File: src/design/rkf_pkg.sv
// ---------------------------------------------------------------------------
// rkf_pkg: shared types and constants for the gated range filter
// Payload structs, register indexes, status codes, sequencer enums and
// saturation helpers.
// ---------------------------------------------------------------------------
`default_nettype none

package rkf_pkg;

  localparam int WIN_DEPTH = 6;
  localparam int WIN_IDX_W = $clog2(WIN_DEPTH);
  localparam int WIN_CNT_W = $clog2(WIN_DEPTH + 1);

  typedef struct packed {
    logic        [31:0] elapsed_time;
    logic signed [31:0] range_sample;
  } in_item_t;

  typedef struct packed {
    logic        [1:0]  status;
    logic signed [31:0] filtered_range;
  } out_item_t;

  typedef enum logic [2:0] {
    CFG_INIT_TOL    = 3'd0,
    CFG_PROC_NOISE  = 3'd1,
    CFG_MEAS_NOISE  = 3'd2,
    CFG_GATE_FACTOR = 3'd3,
    CFG_WARMUP      = 3'd4
  } cfg_idx_e;

  localparam logic [1:0] STAT_INIT   = 2'd0;
  localparam logic [1:0] STAT_REJECT = 2'd1;
  localparam logic [1:0] STAT_WARMUP = 2'd2;
  localparam logic [1:0] STAT_VALID  = 2'd3;

  localparam logic [23:0] RST_INIT_TOL   = 24'd65536;
  localparam logic [31:0] RST_PROC_NOISE = 32'd1677722;
  localparam logic [31:0] RST_MEAS_NOISE = 32'd167772160;
  localparam logic [15:0] RST_GATE       = 16'd6554;
  localparam logic [3:0]  RST_WARMUP     = 4'd10;

  localparam logic signed [47:0] Q24_ONE  = 48'sd16777216;
  localparam logic        [30:0] GAIN_MAX = 31'h7FFF_FFFF;

  typedef enum logic [3:0] {
    S_IDLE, S_SCAN, S_LOCK, S_MUL, S_MWAIT, S_ADD, S_TRACE, S_GATE,
    S_DIV0, S_DWAIT0, S_DIV1, S_DWAIT1, S_OUT
  } st_e;

  typedef enum logic [3:0] {
    OP_DP11, OP_P01, OP_P10, OP_DDP, OP_VEL, OP_THR,
    OP_K0E, OP_K1E, OP_C00, OP_C01, OP_C10, OP_C11
  } op_e;

  function automatic logic signed [47:0] sat48(input logic signed [49:0] v);
    logic signed [47:0] r;
    if (v[49:47] == {3{v[49]}}) begin
      r = v[47:0];
    end else if (v[49]) begin
      r = {1'b1, 47'd0};
    end else begin
      r = {1'b0, {47{1'b1}}};
    end
    return r;
  endfunction

  function automatic logic signed [31:0] sat32(input logic signed [48:0] v);
    logic signed [31:0] r;
    if (v[48:31] == {18{v[48]}}) begin
      r = v[31:0];
    end else if (v[48]) begin
      r = {1'b1, 31'd0};
    end else begin
      r = {1'b0, {31{1'b1}}};
    end
    return r;
  endfunction

endpackage

`default_nettype wire

File: src/design/rkf_mul.sv
// ---------------------------------------------------------------------------
// rkf_mul: shared rounding multiplier
// Sign-magnitude 48x32 product in two 24x32 partial products, then round
// half away from zero, shift by 16 or 24 and clamp to signed 48 bits.
// ---------------------------------------------------------------------------
`default_nettype none

module rkf_mul
  import rkf_pkg::*;
(
  input  wire logic               clk_i,
  input  wire logic               rst_ni,
  input  wire logic               start_i,
  input  wire logic signed [47:0] a_i,
  input  wire logic signed [32:0] b_i,
  input  wire logic               sh24_i,
  output logic                    done_o,
  output logic signed [47:0]      p_o
);

  logic [47:0] ma_q;
  logic [31:0] mb_q;
  logic        neg_q, sh24_q;
  logic [79:0] acc_q;
  logic [1:0]  phase_q;
  logic        done_q;
  logic signed [47:0] p_q;

  logic [47:0] ma_d;
  logic [32:0] mb_d;
  logic [80:0] rnd;
  logic [80:0] shv;
  logic [47:0] lim, mag;

  always_comb begin
    ma_d = a_i[47] ? 48'(-a_i) : 48'(a_i);
    mb_d = b_i[32] ? 33'(-b_i) : 33'(b_i);
    rnd  = {1'b0, acc_q} + (sh24_q ? 81'(1) << 23 : 81'(1) << 15);
    shv  = sh24_q ? (rnd >> 24) : (rnd >> 16);
    lim  = neg_q ? {1'b1, 47'd0} : {1'b0, {47{1'b1}}};
    mag  = (shv > {33'd0, lim}) ? lim : shv[47:0];
  end

  always_ff @(posedge clk_i or negedge rst_ni) begin
    if (!rst_ni) begin
      phase_q <= 2'd0;
      done_q  <= 1'b0;
    end else begin
      done_q <= 1'b0;
      if (start_i) begin
        phase_q <= 2'd1;
      end else if (phase_q == 2'd3) begin
        phase_q <= 2'd0;
        done_q  <= 1'b1;
      end else if (phase_q != 2'd0) begin
        phase_q <= phase_q + 2'd1;
      end
    end
  end

  always_ff @(posedge clk_i) begin
    if (start_i) begin
      ma_q   <= ma_d;
      mb_q   <= mb_d[31:0];
      neg_q  <= a_i[47] ^ b_i[32];
      sh24_q <= sh24_i;
    end else if (phase_q == 2'd1) begin
      acc_q <= 80'(ma_q[23:0] * mb_q);
    end else if (phase_q == 2'd2) begin
      acc_q <= acc_q + (80'(ma_q[47:24] * mb_q) << 24);
    end else if (phase_q == 2'd3) begin
      p_q <= neg_q ? 48'(-mag) : 48'(mag);
    end
  end

  assign done_o = done_q;
  assign p_o    = p_q;

endmodule

`default_nettype wire

File: config.mk
export PLATFORM = sky130hd
export DESIGN_NAME = rkf_mul
export DESIGN_NICKNAME = d
export VERILOG_FILES = /design/src/design/rkf_pkg.sv /design/src/design/rkf_mul.sv
export SDC_FILE = /design/constraint.sdc
export NUM_CORES = 2
export LEC_CHECK = 0
export BUFFER_PORTS_ARGS = -buffer_cell sky130_fd_sc_hd__clkbuf_2
export CORE_ASPECT_RATIO = 1.4
export CORE_MARGIN = 2
export CORE_UTILIZATION = 40
export DETAILED_ROUTE_END_ITERATION = 7
export PLACE_DENSITY = 0.58
export SLEW_MARGIN = 20
export SYNTH_ARGS = -nofsm -noshare
export SYNTH_HDL_FRONTEND = slang
export SYNTH_SLANG_ARGS = --single-unit
File: constraint.sdc
create_clock -name clk_i -period 10.5 [get_ports clk_i]
set_input_delay 2.1 -clock clk_i [delete_from_list [all_inputs] [get_ports clk_i]]
set_output_delay 2.1 -clock clk_i [all_outputs]
set_load 0.02 [all_outputs]
**Yosys cells after proc, flatten, opt, wreduce, memory -nomap -nowiden**

Index checks and enable logic that the tools add are counted.

- Flip-flop bits (word level): 213
- Latch bits: 0
- RAM bits: 0
- Bits in read-only memories: 0
- Bits of input ports: 85
- Output and inout bits: 49
- Word-level logic and storage cells: 45
- Memories: 0

- $add $sub $neg: 6
- Multipliers: 2
- Div/mod/pow operators: 0
- Magnitude comparators: 1
- Equality and inequality tests: 3
- Shift operators: 0
- Multiplexer cells: 14
- Bitwise gates (word level): 4
- Reduce and logical (&&, ||, !) cells: 5

Operators with widths:

| kind | count |
|---|---|
| two-way mux 48 bit | 3 |
| multiplier 24 x 32 -> 56 bit | 2 |
| negation 48 bit | 2 |
| adder 80 x 24 -> 81 bit | 1 |
| adder 80 bit | 1 |
| two-way mux 80 bit | 1 |
| greater-than comparator 65 x 48 -> 1 bit | 1 |
| two-way mux 65 bit | 1 |
| two-way mux 56 bit | 1 |
| two-way mux 47 bit | 1 |
| two-way mux 32 bit | 1 |
| negation 32 bit | 1 |
| two-way mux 24 bit | 1 |
| two-way mux 2 bit | 3 |
| == test 2 bit (second input constant) | 2 |
| AND reduction 4 bit | 1 |
| nonzero test 2 bit | 2 |
| inverter 1 bit | 3 |
| nonzero test 3 bit | 1 |
| adder 2 x 1 -> 2 bit (second input constant) | 1 |
| == test 2 x 1 -> 1 bit (second input constant) | 1 |
| two-way mux 1 bit | 2 |
| AND reduction 2 bit | 1 |
| XOR 1 bit | 1 |

**Longest topological paths before layout**

- Depth after elaboration: 7
- Mapped depth: 40
- Depth with buffers taken out: 38

**Least setup slack after synthesis**

Ideal clock, no wire load.

- Path kind: reg2reg
- From: register mb_q[13]
- To: register acc_q[76], data pin
- Library setup time: 0.264 ns
- Arrival: 9.038 ns
- Required time: 10.236 ns
- Setup slack: 1.198 ns
- Cell stages (with the launch flop): 37
- Buffers on the path: 2
- Clock period less this slack: 9.302 ns
- Cell sequence: edfxtp_1 clkbuf_1 clkbuf_1 nand2_1 fa_1 inv_1 fa_1 inv_1 fa_1 fa_1 inv_1 fa_1 fa_1 inv_1 fa_1 inv_1 ha_1 a21o_1 a21o_1 a21oi_1 o21ai_0 or2_2 a31oi_1 o21bai_1 a21oi_1 xnor2_1 ha_1 a2111o_1 a2111oi_0 o211ai_1 and3b_1 a311oi_1 o31ai_1 a221o_1 a211oi_1 or4_1 nand4_1

- Word-level cells in the longest chain between the ends: 3

RTL lines:

| element | line | source |
|---|---|---|
| start: declaration | rkf_mul.sv:22 | `logic [31:0] mb_q;` |
| start signal: assignment | rkf_mul.sv:64 | `mb_q <= mb_d[31:0];` |
| multiplier 24 x 32 -> 56 bit | rkf_mul.sv:70 | `acc_q <= acc_q + (80'(ma_q[47:24] * mb_q) << 24);` |
| adder 80 bit | rkf_mul.sv:70 |  |
| two-way mux 80 bit | rkf_mul.sv:69 | `end else if (phase_q == 2'd2) begin` |
| end signal: assignment | rkf_mul.sv:68 | `acc_q <= 80'(ma_q[23:0] * mb_q);` |
| end signal: assignment | rkf_mul.sv:70 |  |
| end: declaration | rkf_mul.sv:24 | `logic [79:0] acc_q;` |

Every way passes these cells. The select of a mux whose other input is x is not followed.
A chain may end at the register's enable or synchronous reset.

**Final worst setup path**

- From: register mb_q[10]
- To: register acc_q[74], data pin

Same word-level chain as after synthesis.

==> results_dict.tcl <==
set metrics [dict create \
    hpwl_um 161000 \
    startpoint_type "flop" \
    antenna_left 0 \
    cts.sinks 198 \
    endpoint "acc_q[74]" \
    rows 174 \
    r2r_cells 32 \
    path_common_cell "fa_1" \
    path_depth 32 \
    worstSetupStartpoint "mb_q[10]" \
    fmax_mhz 99.8 \
    maxCapViolations 0 \
    die_h_um 480 \
    io_pins 134 \
    cts_buffers 17 \
    finalSetupViolCount 0 \
    root_buffer "clkbuf_16" \
    yosysSeqAreaShare_pct 9.16 \
    drc 0 \
    critPathMaxFanout 14 \
    synth.net_count 9159 \
    cts_tree "done" \
    cp_data_required_time_ns 10.79 \
    numPortBuffers 133 \
    netlist_instances 7283 \
    fin_nets 9098 \
    track_usage_pct 24.3 \
    cpMaxStageDelayCell "edfxtp_1" \
    grt_pass1_vias 54497 \
    finalHoldViolCount 0 \
    htree_num_levels 4 \
    core_mm2 0.161 \
    final_common_cell "inv_1" \
    cts_buffer_depth 2 \
    dominantRegCellSynth "edfxtp_1" \
    grt_max_degree 67 \
    r2r-end "acc_q[74]" \
    area_growth_pct 5.97 \
    end_kind "flop" \
    antenna_found_initial 7 \
    ctsHoldBuffers 0 \
    worst_pin_slew_ns 1.05 \
    arrival_ns 10.31 \
    synth_edf_count 195 \
    crit_buf_inv 5 \
    avgSynthCellArea_um2 8.89 \
    grt_setup_unrepaired "false" \
    r2r_start "mb_q[10]" \
    drv_slew 0 \
    status "completed" \
    r2r_slack_ns 0.48 \
    timing.final.crit_period_ns 10.02 \
    dr_total_vias 50415 \
    hold_class "reg -> reg" \
    final_area_mm2 0.0686 \
    die-area_mm2 0.165 \
    worstSkewPairLatency_ns 0.56 \
    start_util_pct 40.3 \
    dr.first_iter.drc_count 3176 \
    ys.warnings.count 0 \
    max_stage_delay_ns 0.67 \
    drt_pass1_iterations 6 \
    post_dp_cell_area_mm2 0.0679 \
    critPathKind "reg -> reg" \
    n_antenna_cell 0 \
    synth-seq-cells 198 \
    synth_cell_types 95 \
    die_width_um 344 \
    path_delay_family "adder cells" \
    via_per_inst 5.39 \
    grt-ovfl-total 0 \
    finalWirelength_um 195000 \
    synth-async-reset-ratio_pct 1.52 \
    totalNegativeSetupSlack_ns 0 \
    finalClockSkew_ns 0.0155 \
    drive_gt1_share_pct 5.52 \
    clk_pin_slew_ns 0.08 \
    grt_pass1_wl_um 309000 \
    slew_headroom_pct 30.1 \
    final-instance-count-excl-fill 9346 \
    min_from "phase_q[1]" \
    routedWlPerCell_um 20.9 \
    final_cell_mix "1421 x inv_1, 1316 x fa_1, 1128 x nand2_1, 600 x and2_1, 474 x ha_1" \
    place_congestion 0.930 \
    place_inst 9300 \
    period_share_pct 95.5 \
    netlist_area_mm2 0.0647 \
]
[state kept, by name, summed over array words and instances, names as in the netlist]
register  flops
phase_q       2
p_o          48
ma_q         48
mb_q         32
neg_q         1
acc_q        65
sh24_q        1
done_o        1
[tightest hold or removal path, cell delays in order (launching register included)]
cell and delay, ns:
dfrtp_1 0.39, mux2i_1 0.08, nor2_1 0.09
[repair_timing]
action | in CTS | in global routing
endpoints found under the setup margin | 0 | 6
gates resized for setup | 0 | 4
setup buffers | 0 | 15
[how the worst min path moves through the flow]
| stage | cells after the start | to | slack (ns) |
|---|---|---|---|
| 2_1_floorplan | 2 | phase_q[1] | 0.51 |
| 3_3_place_gp | 2 | phase_q[1] | 0.54 |
| 3_5_place_dp | 2 | phase_q[1] | 0.58 |
| 4_1_cts | 2 | phase_q[1] | 0.60 |
| 5_1_grt | 2 | phase_q[1] | 0.62 |
| 6_report | 2 | phase_q[1] | 0.60 |
[final cells by class]
type	instances	area (um2)
Tap cell	2112	2640
Timing Repair Buffer	320	2150
Multi-Input combinational cell	5263	52000
Inverter	1422	5340
Clock inverter	13	141
Sequential cell	198	5930
Fill cell	15909	92100
Clock buffer	18	429
[metrics by stage]
step | setup WS (ns) | utilization, % | hold WS, ns
2_1_floorplan | 1.20 | - | 0.513
3_3_place_gp | 0.459 | 42.2 | 0.537
3_5_place_dp | 0.293 | 42.2 | 0.578
4_1_cts | 0.294 | 42.6 | 0.597
5_1_grt | 0.0128 | 42.7 | 0.620
6_report | 0.476 | 42.7 | 0.601
[synth_stat cells (19+ instances only)]
cell,number,area share (%)
inv_1,1421,8.2
fa_1,1316,41
nand2_1,1128,6.5
and2_1,600,5.8
ha_1,475,9.2
clkbuf_1,362,2.1
a21oi_1,199,1.5
edfxtp_1,195,9.0
xnor2_1,183,2.5
nor2_1,167,0.97
o21ai_0,159,1.2
a21o_1,107,1.2
nand3_1,85,0.66
nor3_1,79,0.61
xor2_1,79,1.1
mux2i_1,53,0.82
nand4_1,51,0.49
o31ai_1,37,0.43
nor4_1,35,0.34
or3_1,35,0.34
nand2b_1,34,0.33
a211oi_1,33,0.38
or4_1,32,0.37
a31oi_1,31,0.30
and3_1,30,0.29
o21a_1,27,0.31
nor2b_1,24,0.23
buf_1,19,0.11
[per-layer routing]
metal  wire (um)  vias to the layer above  global-route usage [%]
met5          37                        -                       0
met4        6800                        6                    8.40
met3       12500                      404                    3.63
met2       95400                     1755                    41.6
met1       80800                    25799                    31.2
li1            -                    22451                       -
[cells by family after synthesis]
group / count (synthesis) / share of synthesized area [%]
flip-flops: 198 / 9.16
XOR/XNOR: 262 / 3.54
AO/OA/AOI/OAI: 778 / 7.91
AND/OR/NAND/NOR: 2373 / 18.0
adder cells (fa/ha/maj): 1791 / 49.9
buffers and inverters: 1822 / 10.6
multiplexers: 59 / 0.924
Power is left out: the tool's default activity adds up to more than one toggle a clock period on the data nets, which glitch-free logic cannot reach.
