`src/design/rkf_pkg.sv`:
```
// ---------------------------------------------------------------------------
// rkf_pkg: shared types and constants for the gated range filter
// Payload structs, register indexes, status codes, sequencer enums and
// saturation helpers.
// ---------------------------------------------------------------------------
`default_nettype none

package rkf_pkg;

  localparam int WIN_DEPTH = 6;
  localparam int WIN_IDX_W = $clog2(WIN_DEPTH);
  localparam int WIN_CNT_W = $clog2(WIN_DEPTH + 1);

  typedef struct packed {
    logic        [31:0] elapsed_time;
    logic signed [31:0] range_sample;
  } in_item_t;

  typedef struct packed {
    logic        [1:0]  status;
    logic signed [31:0] filtered_range;
  } out_item_t;

  typedef enum logic [2:0] {
    CFG_INIT_TOL    = 3'd0,
    CFG_PROC_NOISE  = 3'd1,
    CFG_MEAS_NOISE  = 3'd2,
    CFG_GATE_FACTOR = 3'd3,
    CFG_WARMUP      = 3'd4
  } cfg_idx_e;

  localparam logic [1:0] STAT_INIT   = 2'd0;
  localparam logic [1:0] STAT_REJECT = 2'd1;
  localparam logic [1:0] STAT_WARMUP = 2'd2;
  localparam logic [1:0] STAT_VALID  = 2'd3;

  localparam logic [23:0] RST_INIT_TOL   = 24'd65536;
  localparam logic [31:0] RST_PROC_NOISE = 32'd1677722;
  localparam logic [31:0] RST_MEAS_NOISE = 32'd167772160;
  localparam logic [15:0] RST_GATE       = 16'd6554;
  localparam logic [3:0]  RST_WARMUP     = 4'd10;

  localparam logic signed [47:0] Q24_ONE  = 48'sd16777216;
  localparam logic        [30:0] GAIN_MAX = 31'h7FFF_FFFF;

  typedef enum logic [3:0] {
    S_IDLE, S_SCAN, S_LOCK, S_MUL, S_MWAIT, S_ADD, S_TRACE, S_GATE,
    S_DIV0, S_DWAIT0, S_DIV1, S_DWAIT1, S_OUT
  } st_e;

  typedef enum logic [3:0] {
    OP_DP11, OP_P01, OP_P10, OP_DDP, OP_VEL, OP_THR,
    OP_K0E, OP_K1E, OP_C00, OP_C01, OP_C10, OP_C11
  } op_e;

  function automatic logic signed [47:0] sat48(input logic signed [49:0] v);
    logic signed [47:0] r;
    if (v[49:47] == {3{v[49]}}) begin
      r = v[47:0];
    end else if (v[49]) begin
      r = {1'b1, 47'd0};
    end else begin
      r = {1'b0, {47{1'b1}}};
    end
    return r;
  endfunction

  function automatic logic signed [31:0] sat32(input logic signed [48:0] v);
    logic signed [31:0] r;
    if (v[48:31] == {18{v[48]}}) begin
      r = v[31:0];
    end else if (v[48]) begin
      r = {1'b1, 31'd0};
    end else begin
      r = {1'b0, {31{1'b1}}};
    end
    return r;
  endfunction

endpackage

`default_nettype wire

```
`src/design/rkf_div.sv`:
```
// ---------------------------------------------------------------------------
// rkf_div: Kalman gain divider
// Restoring division, one quotient bit a cycle: Q7.24 gain p/s, truncated,
// magnitude clamped.
// ---------------------------------------------------------------------------
`default_nettype none

module rkf_div
  import rkf_pkg::*;
(
  input  wire logic               clk_i,
  input  wire logic               rst_ni,
  input  wire logic               start_i,
  input  wire logic signed [47:0] p_i,
  input  wire logic        [47:0] s_i,
  output logic                    done_o,
  output logic signed [31:0]      q_o
);

  logic        busy_q, done_q, neg_q;
  logic [4:0]  cnt_q;
  logic [48:0] rem_q;
  logic [47:0] den_q;
  logic [30:0] nb_q, quot_q;

  logic [47:0] mp;
  logic        clamp;
  logic [48:0] rt;

  always_comb begin
    mp    = p_i[47] ? 48'(-p_i) : 48'(p_i);
    clamp = {7'd0, mp} >= {s_i, 7'd0};
    rt    = {rem_q[47:0], nb_q[30]};
  end

  always_ff @(posedge clk_i or negedge rst_ni) begin
    if (!rst_ni) begin
      busy_q <= 1'b0;
      done_q <= 1'b0;
      cnt_q  <= 5'd0;
    end else begin
      done_q <= 1'b0;
      if (start_i) begin
        busy_q <= 1'b1;
        cnt_q  <= clamp ? 5'd0 : 5'd31;
      end else if (busy_q) begin
        if (cnt_q == 5'd0) begin
          busy_q <= 1'b0;
          done_q <= 1'b1;
        end else begin
          cnt_q <= cnt_q - 5'd1;
        end
      end
    end
  end

  always_ff @(posedge clk_i) begin
    if (start_i) begin
      neg_q  <= p_i[47];
      den_q  <= s_i;
      rem_q  <= 49'(mp >> 7);
      nb_q   <= {mp[6:0], 24'd0};
      quot_q <= clamp ? GAIN_MAX : 31'd0;
    end else if (busy_q && cnt_q != 5'd0) begin
      nb_q <= {nb_q[29:0], 1'b0};
      if (rt >= {1'b0, den_q}) begin
        rem_q  <= rt - {1'b0, den_q};
        quot_q <= {quot_q[29:0], 1'b1};
      end else begin
        rem_q  <= rt;
        quot_q <= {quot_q[29:0], 1'b0};
      end
    end
  end

  assign done_o = done_q;
  assign q_o    = neg_q ? 32'(-$signed({1'b0, quot_q})) : $signed({1'b0, quot_q});

endmodule

`default_nettype wire

```
`config.mk`:
```
export PLATFORM = sky130hd
export DESIGN_NAME = rkf_div
export DESIGN_NICKNAME = d
export VERILOG_FILES = /design/src/design/rkf_pkg.sv /design/src/design/rkf_div.sv
export SDC_FILE = /design/constraint.sdc
export NUM_CORES = 1
export LEC_CHECK = 0
export BUFFER_PORTS_ARGS = -buffer_cell sky130_fd_sc_hd__buf_2
export CAP_MARGIN = 20
export CELL_PAD_IN_SITES_DETAIL_PLACEMENT = 1
export CELL_PAD_IN_SITES_GLOBAL_PLACEMENT = 1
export CORE_MARGIN = 2
export CORE_UTILIZATION = 49
export DETAILED_ROUTE_END_ITERATION = 6
export PLACE_DENSITY_LB_ADDON = 0.1
export REMOVE_ABC_BUFFERS = 1
export SLEW_MARGIN = 25
export SYNTH_ARGS = -nofsm -noshare
export SYNTH_HDL_FRONTEND = slang
export SYNTH_SLANG_ARGS = --single-unit
```
`constraint.sdc`:
```
create_clock -name clk_i -period 6.05 [get_ports clk_i]
set_clock_uncertainty 0.05 [all_clocks]
set_input_delay 0 -clock clk_i [delete_from_list [all_inputs] [get_ports clk_i]]
set_output_delay 0 -clock clk_i [all_outputs]
set_load 0.1 [all_outputs]
```
* Word-level counts from Yosys, hierarchy flattened *
Cells that the tools add are included.

storage, ports and cells
  flip-flop bits (word level) = 142
  input bits = 99
  word-level logic and storage cells = 43

cells by class
  $add $sub $neg = 4
  $lt $le $gt $ge = 2
  eq/ne operators = 1
  mux-type cells = 21
  reductions and logical operators = 6

operator list
  kind                 number
  $mux 31              5
  $mux 48              2
  $mux 41              2
  $ge 48x55->1         1
  $ge 49x48->1         1
  $neg 48->48          1
  $sub 48x48->48       1
  $mux 32              1
  $neg 31->32          1
  $mux 5               4
  $mux 1               7
  $logic_not 5->1      1
  $reduce_bool 5->1    1
  $sub 5x1->5 const B  1
  $reduce_bool 2->1    2
  $ne 2x2->1 const B   1
  $reduce_and 2->1     1
  $logic_and 1x1->1    1

* Logic depth before layout (Yosys ltp) *
Gate-level depths: netlist of the first run.

  depth in word-level cells = 5
  depth in mapped cells = 19

* Worst setup path before layout of the first run *
Ideal clock, no wire load.

  kind = input to register
  start point = in p_i[15]
  end point = reg quot_q[30], data pin
  setup time = 0.270 ns
  arrival = 4.536 ns
  required time = 5.730 ns
  slack = 1.194 ns
  stages on the path = 15
  path buffers = 2
  cells stage by stage = or4_4 -> or3_4 -> or3_4 -> or4_4 -> or4_1 -> buf_6 -> o21ai_0 -> xnor2_1 -> ha_1 -> a21o_1 -> a21oi_1 -> o21ai_0 -> o41ai_1 -> clkbuf_1 -> a21oi_1

on the way
  longest elaborated chain between the ends = 5

RTL lines
  element               line           source
  start, declared       rkf_div.sv:14  input wire logic signed [47:0] p_i,
  $neg 48->48           rkf_div.sv:31  mp = p_i[47] ? 48'(-p_i) : 48'(p_i);
  $mux 48 (*)           rkf_div.sv:31
  $ge 48x55->1 (*)      rkf_div.sv:32  clamp = {7'd0, mp} >= {s_i, 7'd0};
  $mux 31 (*)           rkf_div.sv:63  quot_q <= clamp ? GAIN_MAX : 31'd0;
  $mux 31 (*)           rkf_div.sv:58  if (start_i) begin
  end signal, assigned  rkf_div.sv:63
  end signal, assigned  rkf_div.sv:68  quot_q <= {quot_q[29:0], 1'b1};
  end signal, assigned  rkf_div.sv:71  quot_q <= {quot_q[29:0], 1'b0};
  end, declared         rkf_div.sv:24  logic [30:0] nb_q, quot_q;

Every way passes the cells marked *; elsewhere a longest branch is shown, timed or not.
A chain may end at the register's enable or synchronous reset.

* Worst setup path in the final report of the first run *
  start point = in p_i[1]
  end point = reg quot_q[0], data pin

The elaborated chain is that of the path after synthesis.

==> summary.txt, run 1 <==
status -> finished, final reports clean
routed wire length -> 35.8 mm
post_cts resized -> 0
CTS tree -> yes
CP max stage delay -> 0.66 ns
GRT overflow -> 0
Ports -> 132
nature of the critical path endpoint -> flop
Pins Over Slew Limit -> 0
Critical Path AT -> 5.42 ns
DR WL met2 -> 17.3 mm
fin area -> 13500 sq um
max_slew headroom -> 31.2%
Data required, critical path -> 6.13 ns
Distinct cells, synth -> 71
Synth Instances -> 1310
Core Box Area -> 22800 sq um
DR top layer -> met4
largest net degree at the start of global routing -> 69
ys async rst share -> 4.93%
Worst-Margin Slew -> 1.03 ns
Main synth FF type -> edfxtp_1
Peak Freq -> 187 MHz
layout cells sized above 1 -> 13.6%
Setup CP Type -> input port to flop
row count -> 55
synthesized area -> 11500 sq um
Worst-path clk slew -> 0.06 ns
Top Family by Delay on Critical Path -> simple AND/OR/NAND/NOR gates
setup slack after layout -> 0.710 ns
Peak supply drop -> 0.000207 V
endpoints failing hold -> 0
WHS -> 0.0421 ns
clk sinks -> 142
cts bufs inserted -> 17
Port Buffers -> 131
fin crit period -> 5.34 ns
Area Overhead vs Synth -> 17.9%
sequential fraction of the synthesis area -> 36.3%
Post-synth EDFFs -> 128
most frequent cells in the layout -> nand2_1 (133), buf_2 (130), edfxtp_1 (128)
area of the die -> 24700 sq um
FILL cells -> 2677
Setup Fix Bufs, Post-CTS -> 0
GRT Total Usage -> 29.7%
Lkg Pwr -> 5.78 nW
Die X -> 157 microns
pwr/cell area -> 390 nW/um^2
Routed Antenna Nets -> 0
Mean Syn Cell Area -> 8.76 sq um
fin nets -> 1655
routed wl met3 -> 1.84 mm
starting density of the core -> 50.4%
pre-CTS setup slack -> 0.771 ns
Max clock buf depth -> 2
most common cell after layout, fill and taps aside -> nand2_1
first drt pass iteration count -> 5
M1 wire length -> 15.7 mm
Max FO, Critical Path -> 36
Skew-Pair Late Insertion Delay -> 0.43 ns
CP bufs+invs -> 3
hpwl dp -> 25.5 mm
CP Launch Type -> input port
RSZ-0062 raised after global routing -> no
number of synthesized register bits -> 142
first-pass GRT wire length -> 57.7 mm
Ant. Diodes -> 0
DR vias/cell -> 5.93
CTS root buffer -> clkbuf_16
max cap viols -> 0
Final Cycle Share -> 88.3%
number of remaining DRC errors -> 0
vias -> 10600
Critical Path Slowest Stage Cell -> or4_1
WL per Instance -> 20.0 microns
Initial DRC Count -> 675
Die Y -> 157 microns
initial antenna violation count -> 0
H-tree lvl count -> 4
DP Area -> 12400 sq um
crit-path cells -> dlygate4sd3_1 > buf_2 > or3_1 > or3_1 > or2_1 > or4_4 > or4_1 > o41ai_2 > xnor2_1 > ha_1 > a21o_1 > a21o_1 > a21oi_1 > o21ai_0 > a21oi_1 > nor2_1 > nor3_2 > buf_4 > a22oi_1
vias in the first global route -> 10900
final setup fails -> 0
GPL Wtd Cong -> 0.885
YS warnings -> 0
worst min path class -> input port to flop
worst register-to-register path, stage by stage (launching register included):
cell       delay (ns)
edfxtp_1         0.38
ha_1             0.24
fa_1             0.40
nor2b_1          0.25
o2111ai_1        0.24
a2111oi_0        0.63
nor4_1           0.24
nor4_1           0.35
o21ai_0          0.28
a2111oi_0        0.52
o31ai_1          0.14
a311oi_1         0.27
through the flow:
stage	instances	TNS, ns	utilization, %	total power [mW]
2_1_floorplan	1249	-24.37	-	3.36
3_3_place_gp	1703	0	54.4	3.99
3_5_place_dp	1703	0	54.4	4.05
4_1_cts	1788	0	59.4	5.24
5_1_grt	1788	0	59.4	5.60
6_report	1788	0	59.4	5.27
Yosys cell counts (15+ instances only):
library cell | n | share of area, %
a21oi_1 | 109 | 4.8
or3_1 | 15 | 0.82
xnor2_1 | 92 | 7.0
a21o_1 | 37 | 2.4
inv_1 | 115 | 3.8
clkbuf_1 | 54 | 1.8
edfxtp_1 | 128 | 34
o21ai_0 | 62 | 2.7
nand4_1 | 22 | 1.2
nor2_1 | 104 | 3.4
nor3_1 | 25 | 1.1
a31oi_1 | 29 | 1.6
nand2_1 | 133 | 4.4
xor2_1 | 22 | 1.7
nand3_1 | 26 | 1.1
ha_1 | 93 | 10
o31ai_1 | 26 | 1.7
state kept, by name, summed over array words and instances (netlist names):
| register | flops |
|---|---|
| busy_q | 1 |
| cnt_q | 5 |
| den_q | 48 |
| done_o | 1 |
| nb_q | 7 |
| neg_q | 1 |
| quot_q | 31 |
| rem_q | 48 |
final timing paths:
kind | start | to | slack [ns] | depth (start not counted)
min reg2reg | rem_q[41] | rem_q[42] | 0.45 | 2
max | p_i[1] | quot_q[0] | 0.71 | 19
max reg2reg | den_q[0] | rem_q[46] | 1.97 | 11
min | p_i[35] | rem_q[28] | 0.04 | 3
max in group asynchronous | rst_ni | cnt_q[0] | 5.12 | 3
min in group asynchronous | rst_ni | done_o | 0.52 | 3
cells by family after synthesis:
group                    Yosys count  synth area share (%)
AND/OR/NAND/NOR                  417                  17.7
AO/OA/AOI/OAI                    364                  20.9
buffers and inverters            176                  5.87
flip-flops                       142                  36.3
XOR/XNOR                         114                  8.70
adder cells (fa/ha/maj)           94                  10.3
multiplexers                       3                 0.273
cell type report:
cell class	count	area [sq um]	area share (%)
Clock buffer	17	425	3.15
Clock inverter	15	185	1.37
Inverter	115	432	3.19
Multi-Input combinational cell	992	6670	49.3
Sequential cell	142	4160	30.7
Tap cell	313	392	2.90
Timing Repair Buffer	194	1260	9.34
repair_timing:
action	CTS	global route
hold buffers	53	0
endpoints found under the setup margin	0	0
hold endpoints to repair	64	0
layer usage:
metal,up-vias,global-route usage [%]
met5,-,0
met4,0,10.0
met3,53,5.12
met2,313,50.7
met1,5151,38.2
li1,5094,-
report_power, final:
part / internal, mW / leakage [nW] / switching, mW / total, mW
sequential: 1.30 / 1.47 / 0.133 / 1.44
combinational: 0.933 / 4.02 / 1.78 / 2.72
clock: 0.656 / 0.295 / 0.466 / 1.12
Power figures use the tool's default switching activity.
==> run 2: changes to the inputs <==
==> constraint.sdc (replaced) <==
create_clock -name clk_i -period 6.05 [get_ports clk_i]
set_clock_uncertainty 0.05 [all_clocks]
set_input_delay 0.605 -clock clk_i [delete_from_list [all_inputs] [get_ports clk_i]]
set_output_delay 0.605 -clock clk_i [all_outputs]
set_load 0.1 [all_outputs]
==> run 2 against run 1 <==
Die area is the same. Flip-flop and latch count unchanged. Worst setup slack improved by 0.0075 ns. Combinational power about the same. Register-to-register slack worse by 0.09 ns. Cell area fell by 3.5%. Global-route usage fell by 0.40 points. Sequential power is essentially flat. Critical path depth is 3 lower. Core utilization fell by 2.1 points. Critical path type unchanged. Critical endpoint is now cnt_q[0]. Largest power group unchanged.
==> summary.txt, run 2 (same netlist as run 1, synthesis figures left out) <==
crit-path cells -> buf_2 > or4_4 > or3_4 > or3_4 > or4_4 > or4_1 > o31ai_4 > xnor2_1 > ha_1 > nand4_1 > nor4_1 > nand3_1 > nor4_1 > nor3_2 > buf_12 > a22o_1
fin nets -> 1602
Peak Freq -> 188 MHz
post_cts resized -> 0
Flop pwr share -> 27.0%
Pint -> 2.92 mW
GRT Total Usage -> 29.3%
initial antenna violation count -> 1
max_slew headroom -> 32.4%
WHS -> 0.308 ns
Initial DRC Count -> 799
most frequent cells in the layout -> nand2_1 (133), buf_2 (130), edfxtp_1 (128)
Pins Over Slew Limit -> 0
row count -> 55
most common cell after layout, fill and taps aside -> nand2_1
CTS root buffer -> clkbuf_16
Worst-Margin Slew -> 1.01 ns
number of remaining DRC errors -> 0
CP bufs+invs -> 2
hpwl dp -> 26.1 mm
status -> finished, final reports clean
Port Buffers -> 131
FILL cells -> 2750
GPL Wtd Cong -> 0.874
area of the die -> 24700 sq um
Ant. Diodes -> 0
Top Family by Delay on Critical Path -> simple AND/OR/NAND/NOR gates
first-pass GRT wire length -> 56.6 mm
CP max stage delay -> 0.66 ns
Comb power frac -> 50.8%
Critical Path Slowest Stage Cell -> or4_1
Lkg Pwr -> 5.58 nW
layout cells sized above 1 -> 13.9%
Max FO, Critical Path -> 36
net switching power -> 2.40 mW
Die X -> 157 microns
Peak supply drop -> 0.000214 V
CP Launch Type -> input port
pwr/cell area -> 408 nW/um^2
H-tree lvl count -> 4
largest net degree at the start of global routing -> 70
Skew-Pair Late Insertion Delay -> 0.43 ns
clk sinks -> 142
Sw Share -> 45.1%
Area Overhead vs Synth -> 13.7%
worst min path class -> input port to flop
GRT overflow -> 0
Register Area -> 4160 sq um
endpoints failing hold -> 0
max cap viols -> 0
Final Cycle Share -> 88.1%
vias in the first global route -> 10700
Critical Path AT -> 5.60 ns
DR vias/cell -> 6.02
Die Y -> 157 microns
Core Box Area -> 22800 sq um
area of the multi-input gates -> 6670 sq um
vias -> 10500
starting density of the core -> 50.4%
Setup CP Type -> input port to flop
Clk pwr share -> 22.2%
post-layout power -> 5.32 mW
cts bufs inserted -> 17
nature of the critical path endpoint -> flop
routed wire length -> 35.3 mm
Worst-path clk slew -> 0.07 ns
first drt pass iteration count -> 5
Data required, critical path -> 6.32 ns
RSZ-0062 raised after global routing -> no
CTS tree -> yes
Max clock buf depth -> 2
Routed Antenna Nets -> 0
biggest regs -> den_q x48, rem_q x48, quot_q x31
fin crit period -> 5.33 ns
Ports -> 132
final setup fails -> 0
WL per Instance -> 20.4 microns
-- run 2: stage by stage --
stage	instance area, sq um	instances	setup TNS, ns	setup slack (ns)	util, %
detailed placement	12400	1702	0	0.324	54.4
floorplan	11200	1249	-46.15	-1.46	-
global placement	12400	1702	0	0.479	54.4
CTS	13000	1735	0	0.742	57.3
global route	13000	1735	0	0.512	57.3
finish	13000	1735	0	0.717	57.3
-- run 2: per-layer routing --
layer | global-route usage (%) | part of all wire, %
met2 | 49.2 | 48
met3 | 3.85 | 4.3
met4 | 10.9 | 3.0
met1 | 38.8 | 45
met5 | 0 | 0
-- run 2: final timing paths --
kind | from | to | slack, ns | cells past startpoint
max | p_i[15] | cnt_q[0] | 0.72 | 16
min | s_i[2] | den_q[2] | 0.31 | 1
max reg2reg | den_q[0] | rem_q[46] | 1.88 | 11
min reg2reg | rem_q[42] | rem_q[43] | 0.47 | 2
max in group asynchronous | rst_ni | cnt_q[0] | 5.26 | 2
min in group asynchronous | rst_ni | done_o | 0.50 | 2
-- run 2: cell type report --
| cell class | count | area share, % |
|---|---|---|
| multi-input combinational | 992 | 51.1 |
| inverter | 115 | 3.31 |
| clock buffer | 17 | 3.26 |
| timing repair buffer | 141 | 5.83 |
| sequential | 142 | 31.9 |
| tap | 313 | 3.00 |
| clock inverter | 15 | 1.60 |
-- run 2: timing repair --
item	in CTS	in global routing
endpoints found under the hold margin	7	0
hold buffers	1	0
buffers inserted	0	0
-- run 2: power groups by stage --
stage	clock network, mW	registers, mW	logic [mW]
final	1.18	1.44	2.70
after CTS	1.19	1.43	2.67
after global routing	1.22	1.46	2.94
after global placement	0	1.44	2.55
after floorplan	0	1.41	1.94
after detailed placement	0	1.45	2.61
